$ cat config.mk
export PLATFORM = sky130hd
export DESIGN_NAME = infix_to_postfix_converter
export DESIGN_NICKNAME = d
export VERILOG_FILES = /design/src/sv/i2p_pkg.sv /design/src/sv/infix_to_postfix_converter.sv /design/src/sv/i2p_ram.sv /design/src/sv/i2p_ctrl.sv /design/src/sv/i2p_datapath.sv
export VERILOG_INCLUDE_DIRS = /design/src /design/src/sv
export SDC_FILE = /design/constraint.sdc
export NUM_CORES = 1
export LEC_CHECK = 0
export ABC_CLOCK_PERIOD_IN_PS = 5200
export BUFFER_PORTS_ARGS = -buffer_cell sky130_fd_sc_hd__buf_4
export CAP_MARGIN = 20
export CORE_MARGIN = 1
export CORE_UTILIZATION = 56
export DETAILED_ROUTE_END_ITERATION = 10
export HOLD_SLACK_MARGIN = 0.05
export PLACE_DENSITY = 0.75
export SLEW_MARGIN = 5
export SYNTH_ARGS = -nofsm -noshare
export SYNTH_HDL_FRONTEND = slang
export SYNTH_SLANG_ARGS = --single-unit
$ cat constraint.sdc
create_clock -name clk -period 5.2 [get_ports clk]
set_input_delay 0.26 -clock clk [delete_from_list [all_inputs] [get_ports clk]]
set_output_delay 0.26 -clock clk [all_outputs]
set_load 0.005 [all_outputs]
$ cat src/sv/assert_macros.svh
// assertion macros used by the converter datapath
`ifndef ASSERT_MACROS_SVH
`define ASSERT_MACROS_SVH

// clocked check, masked while reset is held
`define ASSERT_CLK(label, prop, msg) \
  label: assert property (@(posedge clk) disable iff (!rst_n) (prop)) else $error(msg);

// clocked check that also holds during reset
`define ASSERT_ALWAYS(label, prop, msg) \
  label: assert property (@(posedge clk) (prop)) else $error(msg);

`endif

$ cat src/sv/i2p_pkg.sv
// package: types, constants and rank function for the infix to postfix converter
`timescale 1ns / 1ps

package i2p_pkg;

  localparam int STACK_DEPTH_DEF = 32;

  localparam logic [7:0] CH_A      = 8'h61;  // 'a'
  localparam logic [7:0] CH_Z      = 8'h7a;  // 'z'
  localparam logic [7:0] CH_LPAREN = 8'h28;
  localparam logic [7:0] CH_RPAREN = 8'h29;
  localparam logic [7:0] CH_PLUS   = 8'h2b;
  localparam logic [7:0] CH_MINUS  = 8'h2d;
  localparam logic [7:0] CH_STAR   = 8'h2a;
  localparam logic [7:0] CH_SLASH  = 8'h2f;
  localparam logic [7:0] CH_PCT    = 8'h25;

  localparam logic [1:0] ST_OK        = 2'd0;
  localparam logic [1:0] ST_UNMATCHED = 2'd1;
  localparam logic [1:0] ST_OVERFLOW  = 2'd2;

  typedef struct packed {
    logic [7:0] sym;
    logic       is_last;
  } in_item_t;

  typedef struct packed {
    logic [7:0] out_sym;
    logic [1:0] status;
    logic       run_last;
    logic       expr_end;
  } out_item_t;

  // controller to datapath
  typedef struct packed {
    logic       latch_in;
    logic       rd_en;
    logic       rd_below;   // read the entry under the top
    logic       pop;
    logic       push;
    logic       put;
    logic       put_top;    // result takes the stack read data, else the held symbol
    logic [1:0] put_status;
    logic       finish;
  } i2p_cmd_t;

  // datapath to controller
  typedef struct packed {
    logic is_letter;
    logic is_open;
    logic is_close;
    logic last;
    logic empty;
    logic one_left;
    logic full;
    logic top_is_open;
    logic rank_gt;
    logic put_ok;
  } i2p_stat_t;

  function automatic logic [1:0] sym_rank(input logic [7:0] c);
    logic [1:0] r;
    r = 2'd0;
    case (c)
      CH_LPAREN, CH_RPAREN:      r = 2'd3;
      CH_PLUS, CH_MINUS:         r = 2'd1;
      CH_STAR, CH_SLASH, CH_PCT: r = 2'd2;
      default:                   r = 2'd0;
    endcase
    return r;
  endfunction

endpackage

$ cat src/sv/infix_to_postfix_converter.sv
// top level: shunting-yard infix to postfix converter, one character per request
// an operand result passes through the pending and output registers; the next request is taken in idle
// an operator or ')' on a non-empty stack pops entries to the results until it can be pushed or dropped
// an is_last request then flushes the stack, one result per cycle unless the result channel stalls
// the sequencer stalls while the result channel holds back and the pending result slot is full
// reset: synchronous active-low rst_n empties the stack and drops pending results
`timescale 1ns / 1ps

module infix_to_postfix_converter #(
  parameter int STACK_DEPTH = i2p_pkg::STACK_DEPTH_DEF
) (
  input  logic               clk,
  input  logic               rst_n,
  // request channel
  input  logic               in_valid,
  output logic               in_ready,
  input  i2p_pkg::in_item_t  in_data,
  // result channel
  output logic               out_valid,
  input  logic               out_ready,
  output i2p_pkg::out_item_t out_data
);

  import i2p_pkg::*;

  // command and status bundles between the sequencer and the datapath
  i2p_cmd_t  cmd;
  i2p_stat_t stat;

  // sequencer: classifies the held request, walks the stack one entry a cycle while results can be taken
  i2p_ctrl u_ctrl (
    .clk      (clk),
    .rst_n    (rst_n),
    .in_valid (in_valid),
    .in_ready (in_ready),
    .stat     (stat),
    .cmd      (cmd)
  );

  // datapath: stack ram (contents undefined until pushed), count, one-deep
  // holding stage for the run_last flag, and the output register
  i2p_datapath #(
    .STACK_DEPTH (STACK_DEPTH)
  ) u_dp (
    .clk       (clk),
    .rst_n     (rst_n),
    .in_data   (in_data),
    .cmd       (cmd),
    .stat      (stat),
    .out_valid (out_valid),
    .out_ready (out_ready),
    .out_data  (out_data)
  );

endmodule

$ cat src/sv/i2p_ram.sv
// generic single write port ram with registered read
`timescale 1ns / 1ps

module i2p_ram #(
  parameter int WIDTH = 8,
  parameter int DEPTH = 32
) (
  input  logic                     clk,
  input  logic                     we,
  input  logic [$clog2(DEPTH)-1:0] waddr,
  input  logic [WIDTH-1:0]         wdata,
  input  logic                     re,
  input  logic [$clog2(DEPTH)-1:0] raddr,
  output logic [WIDTH-1:0]         rdata
);

  logic [WIDTH-1:0] mem [DEPTH];
  logic [WIDTH-1:0] rdata_r;

  always_ff @(posedge clk) begin
    if (we) begin
      mem[waddr] <= wdata;
    end
    if (re) begin
      rdata_r <= mem[raddr];
    end
  end

  assign rdata = rdata_r;

endmodule

$ cat src/sv/i2p_ctrl.sv
// controller state machine for the infix to postfix converter
`timescale 1ns / 1ps

module i2p_ctrl (
  input  logic              clk,
  input  logic              rst_n,
  input  logic              in_valid,
  output logic              in_ready,
  input  i2p_pkg::i2p_stat_t stat,
  output i2p_pkg::i2p_cmd_t  cmd
);

  import i2p_pkg::*;

  typedef enum logic [2:0] {
    S_IDLE,
    S_CLASS,
    S_CHK,
    S_END,
    S_FLUSH,
    S_FIN
  } state_t;

  state_t state_r, state_nxt;

  always_comb begin
    state_nxt = state_r;
    cmd       = '0;
    in_ready  = 1'b0;
    unique case (state_r)
      S_IDLE: begin
        in_ready = 1'b1;
        if (in_valid) begin
          cmd.latch_in = 1'b1;
          state_nxt    = S_CLASS;
        end
      end
      S_CLASS: begin
        if (stat.is_letter) begin
          if (stat.put_ok) begin
            cmd.put        = 1'b1;
            cmd.put_status = ST_OK;
            state_nxt      = S_END;
          end
        end else if (stat.is_open) begin
          if (stat.full) begin
            if (stat.put_ok) begin
              cmd.put        = 1'b1;
              cmd.put_status = ST_OVERFLOW;
              state_nxt      = S_END;
            end
          end else begin
            cmd.push  = 1'b1;
            state_nxt = S_END;
          end
        end else if (stat.empty) begin
          if (stat.is_close) begin
            if (stat.put_ok) begin
              cmd.put        = 1'b1;
              cmd.put_status = ST_UNMATCHED;
              state_nxt      = S_END;
            end
          end else begin
            cmd.push  = 1'b1;
            state_nxt = S_END;
          end
        end else begin
          cmd.rd_en = 1'b1;
          state_nxt = S_CHK;
        end
      end
      S_CHK: begin
        if (stat.is_close && stat.top_is_open) begin
          cmd.pop   = 1'b1;
          state_nxt = S_END;
        end else if (!stat.is_close && (stat.top_is_open || stat.rank_gt)) begin
          if (stat.full) begin
            if (stat.put_ok) begin
              cmd.put        = 1'b1;
              cmd.put_status = ST_OVERFLOW;
              state_nxt      = S_END;
            end
          end else begin
            cmd.push  = 1'b1;
            state_nxt = S_END;
          end
        end else if (stat.put_ok) begin
          cmd.put        = 1'b1;
          cmd.put_top    = 1'b1;
          cmd.put_status = ST_OK;
          cmd.pop        = 1'b1;
          if (stat.one_left) begin
            state_nxt = S_CLASS;
          end else begin
            cmd.rd_en    = 1'b1;
            cmd.rd_below = 1'b1;
          end
        end
      end
      S_END: begin
        if (stat.last && !stat.empty) begin
          cmd.rd_en = 1'b1;
          state_nxt = S_FLUSH;
        end else if (stat.put_ok) begin
          cmd.finish = 1'b1;
          state_nxt  = S_IDLE;
        end
      end
      S_FLUSH: begin
        if (stat.put_ok) begin
          cmd.put        = 1'b1;
          cmd.put_top    = 1'b1;
          cmd.put_status = ST_OK;
          cmd.pop        = 1'b1;
          if (stat.one_left) begin
            state_nxt = S_FIN;
          end else begin
            cmd.rd_en    = 1'b1;
            cmd.rd_below = 1'b1;
          end
        end
      end
      S_FIN: begin
        if (stat.put_ok) begin
          cmd.finish = 1'b1;
          state_nxt  = S_IDLE;
        end
      end
      default: begin
        state_nxt = S_IDLE;
      end
    endcase
  end

  always_ff @(posedge clk) begin
    if (!rst_n) begin
      state_r <= S_IDLE;
    end else begin
      state_r <= state_nxt;
    end
  end

endmodule

$ cat src/sv/i2p_datapath.sv
// datapath: operator stack, held request, pending result and output register
`timescale 1ns / 1ps
`include "assert_macros.svh"

module i2p_datapath #(
  parameter int STACK_DEPTH = i2p_pkg::STACK_DEPTH_DEF
) (
  input  logic                clk,
  input  logic                rst_n,
  input  i2p_pkg::in_item_t   in_data,
  input  i2p_pkg::i2p_cmd_t   cmd,
  output i2p_pkg::i2p_stat_t  stat,
  output logic                out_valid,
  input  logic                out_ready,
  output i2p_pkg::out_item_t  out_data
);

  import i2p_pkg::*;

  localparam int AW = $clog2(STACK_DEPTH);
  localparam int CW = $clog2(STACK_DEPTH + 1);

  logic [CW-1:0] count_r, count_nxt;
  logic [7:0]    sym_r;
  logic          last_r;
  logic [7:0]    top_q;
  logic [CW-1:0] rd_base;
  logic [AW-1:0] rd_addr;
  logic [AW-1:0] wr_addr;

  out_item_t pend_r, pend_nxt;
  logic      pend_valid_r, pend_valid_nxt;
  out_item_t out_r, out_nxt;
  logic      out_valid_r, out_valid_nxt;
  logic      can_emit;
  logic      put_ok;

  // read the top, or the entry under it while the top is being popped
  assign rd_base = count_r - (cmd.rd_below ? CW'(2) : CW'(1));
  assign rd_addr = rd_base[AW-1:0];
  assign wr_addr = count_r[AW-1:0];

  i2p_ram #(
    .WIDTH (8),
    .DEPTH (STACK_DEPTH)
  ) u_stack (
    .clk   (clk),
    .we    (cmd.push),
    .waddr (wr_addr),
    .wdata (sym_r),
    .re    (cmd.rd_en),
    .raddr (rd_addr),
    .rdata (top_q)
  );

  assign can_emit = !out_valid_r || out_ready;
  assign put_ok   = !pend_valid_r || can_emit;

  always_comb begin
    count_nxt = count_r;
    if (cmd.pop) begin
      count_nxt = count_r - CW'(1);
    end else if (cmd.push) begin
      count_nxt = count_r + CW'(1);
    end
  end

  // a result is held one step so the last one of a request can be flagged
  always_comb begin
    pend_nxt       = pend_r;
    pend_valid_nxt = pend_valid_r;
    out_nxt        = out_r;
    out_valid_nxt  = out_valid_r && !out_ready;
    if (cmd.put) begin
      if (pend_valid_r) begin
        out_nxt       = pend_r;
        out_valid_nxt = 1'b1;
      end
      pend_nxt.out_sym  = cmd.put_top ? top_q : sym_r;
      pend_nxt.status   = cmd.put_status;
      pend_nxt.run_last = 1'b0;
      pend_nxt.expr_end = 1'b0;
      pend_valid_nxt    = 1'b1;
    end else if (cmd.finish && pend_valid_r) begin
      out_nxt          = pend_r;
      out_nxt.run_last = 1'b1;
      out_nxt.expr_end = last_r;
      out_valid_nxt    = 1'b1;
      pend_valid_nxt   = 1'b0;
    end
  end

  always_ff @(posedge clk) begin
    if (!rst_n) begin
      count_r      <= '0;
      pend_valid_r <= 1'b0;
      out_valid_r  <= 1'b0;
    end else begin
      count_r      <= count_nxt;
      pend_valid_r <= pend_valid_nxt;
      out_valid_r  <= out_valid_nxt;
    end
  end

  always_ff @(posedge clk) begin
    if (cmd.latch_in) begin
      sym_r  <= in_data.sym;
      last_r <= in_data.is_last;
    end
    pend_r <= pend_nxt;
    out_r  <= out_nxt;
  end

  always_comb begin
    stat.is_letter   = (sym_r >= CH_A) && (sym_r <= CH_Z);
    stat.is_open     = (sym_r == CH_LPAREN);
    stat.is_close    = (sym_r == CH_RPAREN);
    stat.last        = last_r;
    stat.empty       = (count_r == '0);
    stat.one_left    = (count_r == CW'(1));
    stat.full        = (count_r == CW'(STACK_DEPTH));
    stat.top_is_open = (top_q == CH_LPAREN);
    stat.rank_gt     = sym_rank(sym_r) > sym_rank(top_q);
    stat.put_ok      = put_ok;
  end

  assign out_valid = out_valid_r;
  assign out_data  = out_r;

  `ASSERT_CLK(a_count_bound, count_r <= CW'(STACK_DEPTH), "stack count beyond depth")
  `ASSERT_CLK(a_no_push_full, cmd.push |-> (count_r != CW'(STACK_DEPTH)), "push on full stack")
  `ASSERT_CLK(a_no_pop_empty, cmd.pop |-> (count_r != '0), "pop on empty stack")
  `ASSERT_CLK(a_put_room, (cmd.put || cmd.finish) |-> put_ok, "result issued with no room")

endmodule
==> impl_metrics.tcl <==
set metrics [dict create \
    grtUsageTotal 0.247 \
    grt_pass1_vias 6546 \
    synth_top_area_share 0.708 \
    syn_nets 673 \
    netlist_instances 651 \
    rows 54 \
    synth_fa_ha_area_frac 0.0112 \
    outcome "complete, no violations" \
    fin_ws_ns 0.326 \
    initial_core_util 0.572 \
    min_period_ns 4.87 \
    ys_seq_area_frac 0.726 \
    cp_max_fo 44 \
    tns_ns 0 \
    clock-sinks 306 \
    io_pins 27 \
    ant_nets 0 \
    power.density_nw_per_um2 621 \
    tightest_slew_ns 1.04 \
    leakagePower_nw 4.53 \
    numCtsBuffers 30 \
    coreArea_um2 21900 \
    drt-vias-per-instance 6.41 \
    htreeDepth 1 \
    layout_common_cells "edfxtp_1, mux4_2, buf_4" \
    dieArea_um2 22900 \
    synth_edf_count 295 \
    design_area_um2 14200 \
    cts_buffer_depth 3 \
    cap_violations 0 \
    synth-xor-area-share 0.00420 \
    drc_errors 0 \
    path_cells "nand2_1 -> mux2_2 -> o21ai_0 -> nand2_1 -> ha_1 -> nor2b_1 -> o21ai_1 -> o2111ai_1 -> a21oi_1 -> and2_1 -> nand2_1 -> ha_4 -> inv_1 -> fa_2 -> buf_12 -> mux4_2 -> mux4_2 -> mux2_2" \
    port_buffers 26 \
    cts_tree "built" \
    fin_cells 1023 \
    finalSetupViolations 0 \
    crit_buf_inv 2 \
    max_stage_delay_ns 0.60 \
    gp_congestion 0.912 \
    synth-simple-area-share 0.0532 \
    ys.warnings.count 0 \
    fp.dieW_um 151 \
    ys_types 63 \
    clock.fmax_ghz 0.205 \
    placedCellCount 955 \
    antenna_found_initial 0 \
    start_kind "register" \
    synth_flop_cell "edfxtp_1" \
    hold_viol 0 \
    dpl.hpwl_um 17300 \
    async_reset_ff_frac 0 \
    synth_area_leaders "edfxtp_1, mux4_2, dfxtp_1" \
    final_layout_size_suffix_gt1_frac 0.277 \
    syn_area_um2 12500 \
    diodes 0 \
    critPathKind "reg2reg" \
    clock_latency_ns 0.57 \
    relSlewSlack 0.299 \
    layout_commonest_cell "edfxtp_1" \
    synthMuxAreaShare 0.160 \
    fin_crit_sh 0.937 \
    fin_nets 741 \
    post-place-ws_ns -0.0751 \
    firstDrtPassIters 7 \
    drt_first_iter_violations 699 \
    placed_cell_area_um2 13100 \
    ir_drop_mv 0.543 \
    cts_root_buffer "clkbuf_16" \
    holdWs_ns 0.0848 \
    fillerInstances 1454 \
    rr_worst_depth 18 \
    crit_path_end_kind "register" \
    ys_ff_latch 306 \
    num_vias 6559 \
    cts.clk_slew.worst_paths_ns 0.06 \
    overflow 0 \
    grt_pass1_wl_um 40400 \
    synth_compound_area_frac 0.0303 \
    wl_um 26900 \
    die_h_um 151 \
    clock_skew_ns 0.0304 \
    power_mw 8.84 \
    whs_path_depth 4 \
    required_ns 5.53 \
    worstSetupPathDepth 18 \
    fin_util 0.650 \
    yosysTopAreaCell "edfxtp_1" \
    rsz0062_at_grt "no" \
    crit_top_cell "nand2_1" \
    critical_path.top_delay_family "multiplexers" \
    routedWlPerCell_um 26.3 \
    syn_area_per_cell_um2 19.2 \
    finalMaxSlewViolations 0 \
    synth_top_family_by_area "multiplexers" \
    crit_slowest_cell "fa_2" \
    grt_max_degree 49 \
    critPathArrivalTime_ns 5.20 \
    hp-class "in2reg" \
    area.growth.synth_to_final_pct 13.8 \
]
==> kinds of logic after synthesis <==
logic type               Yosys count
flip-flops                       306
buffers and inverters             39
adder cells (fa/ha/maj)           11
AND/OR/NAND/NOR                  132
AO/OA/AOI/OAI                     59
multiplexers                      98
XOR/XNOR                           6
==> synthesized netlist by cell type, drive strengths merged (7+ instances only) <==
cell type / count
nor2: 40
nand2b: 7
ha: 8
clkbuf: 17
inv: 10
and2: 7
mux4: 80
edfxtp: 295
nor3: 9
dfxtp: 11
o21ai: 19
mux2: 16
buf: 11
a21oi: 12
nand2: 30
nand3: 10
==> final timing paths <==
check | start | end | slack (ns)
max | u_dp.u_stack.rdata[0] | u_dp.u_stack.rdata[2] | 0.33
min | out_ready | u_dp.out_valid | 0.08
max reg2reg | u_dp.u_stack.rdata[0] | u_dp.u_stack.rdata[2] | 0.33
min reg2reg | u_dp.pend_r[4] | u_dp.out_data[4] | 0.41
==> routing by layer <==
layer  wire length (um)  vias to the layer above  share of wire  GRT usage
li1                   -                     2803              -          -
met4                865                        0          0.032     0.0830
met1              10300                     3379           0.38      0.341
met5                  0                        -              0          0
met3               1960                       59          0.073     0.0404
met2              13800                      318           0.51      0.406
==> power by group <==
part | switching (mW) | internal, mW
clock | 0.909 | 1.17
sequential | 0.147 | 3.04
combinational | 1.82 | 1.77
==> worst min-delay path: cells and delay by family <==
kind / cells / cell delay (ns)
AOI/OAI and AO/OA: 2 / 0.19
buffers and inverters: 1 / 0.08
and+or+nand+nor: 1 / 0.05
==> registers in the layout (all words and copies together), names as in the netlist <==
name / count
u_dp.u_stack.rdata: 8
u_dp.out_valid: 1
u_dp.count_r: 6
u_dp.last_r: 1
u_dp.out_data: 12
u_dp.pend_valid_r: 1
u_ctrl.state_r: 3
u_dp.u_stack.mem: 256
u_dp.sym_r: 8
u_dp.pend_r: 10
==> final cells by class <==
type / count / area (um2) / area share
repair buffers: 64 / 538 / 0.0378
clock inverters: 21 / 185 / 0.0130
flip-flops and latches: 306 / 9080 / 0.638
well taps: 280 / 350 / 0.0246
multi-input cells: 306 / 3270 / 0.230
clock buffers: 35 / 769 / 0.0541
inverters: 11 / 41.3 / 0.00290
==> repair_timing <==
action	4_1_cts	5_1_grt
endpoints found under the setup margin	8	8
buffers inserted	0	2
endpoints found under the hold margin	17	0
hold buffers	10	0
resized for setup	1	7
No activity file was read; power rests on OpenSTA's default activity.
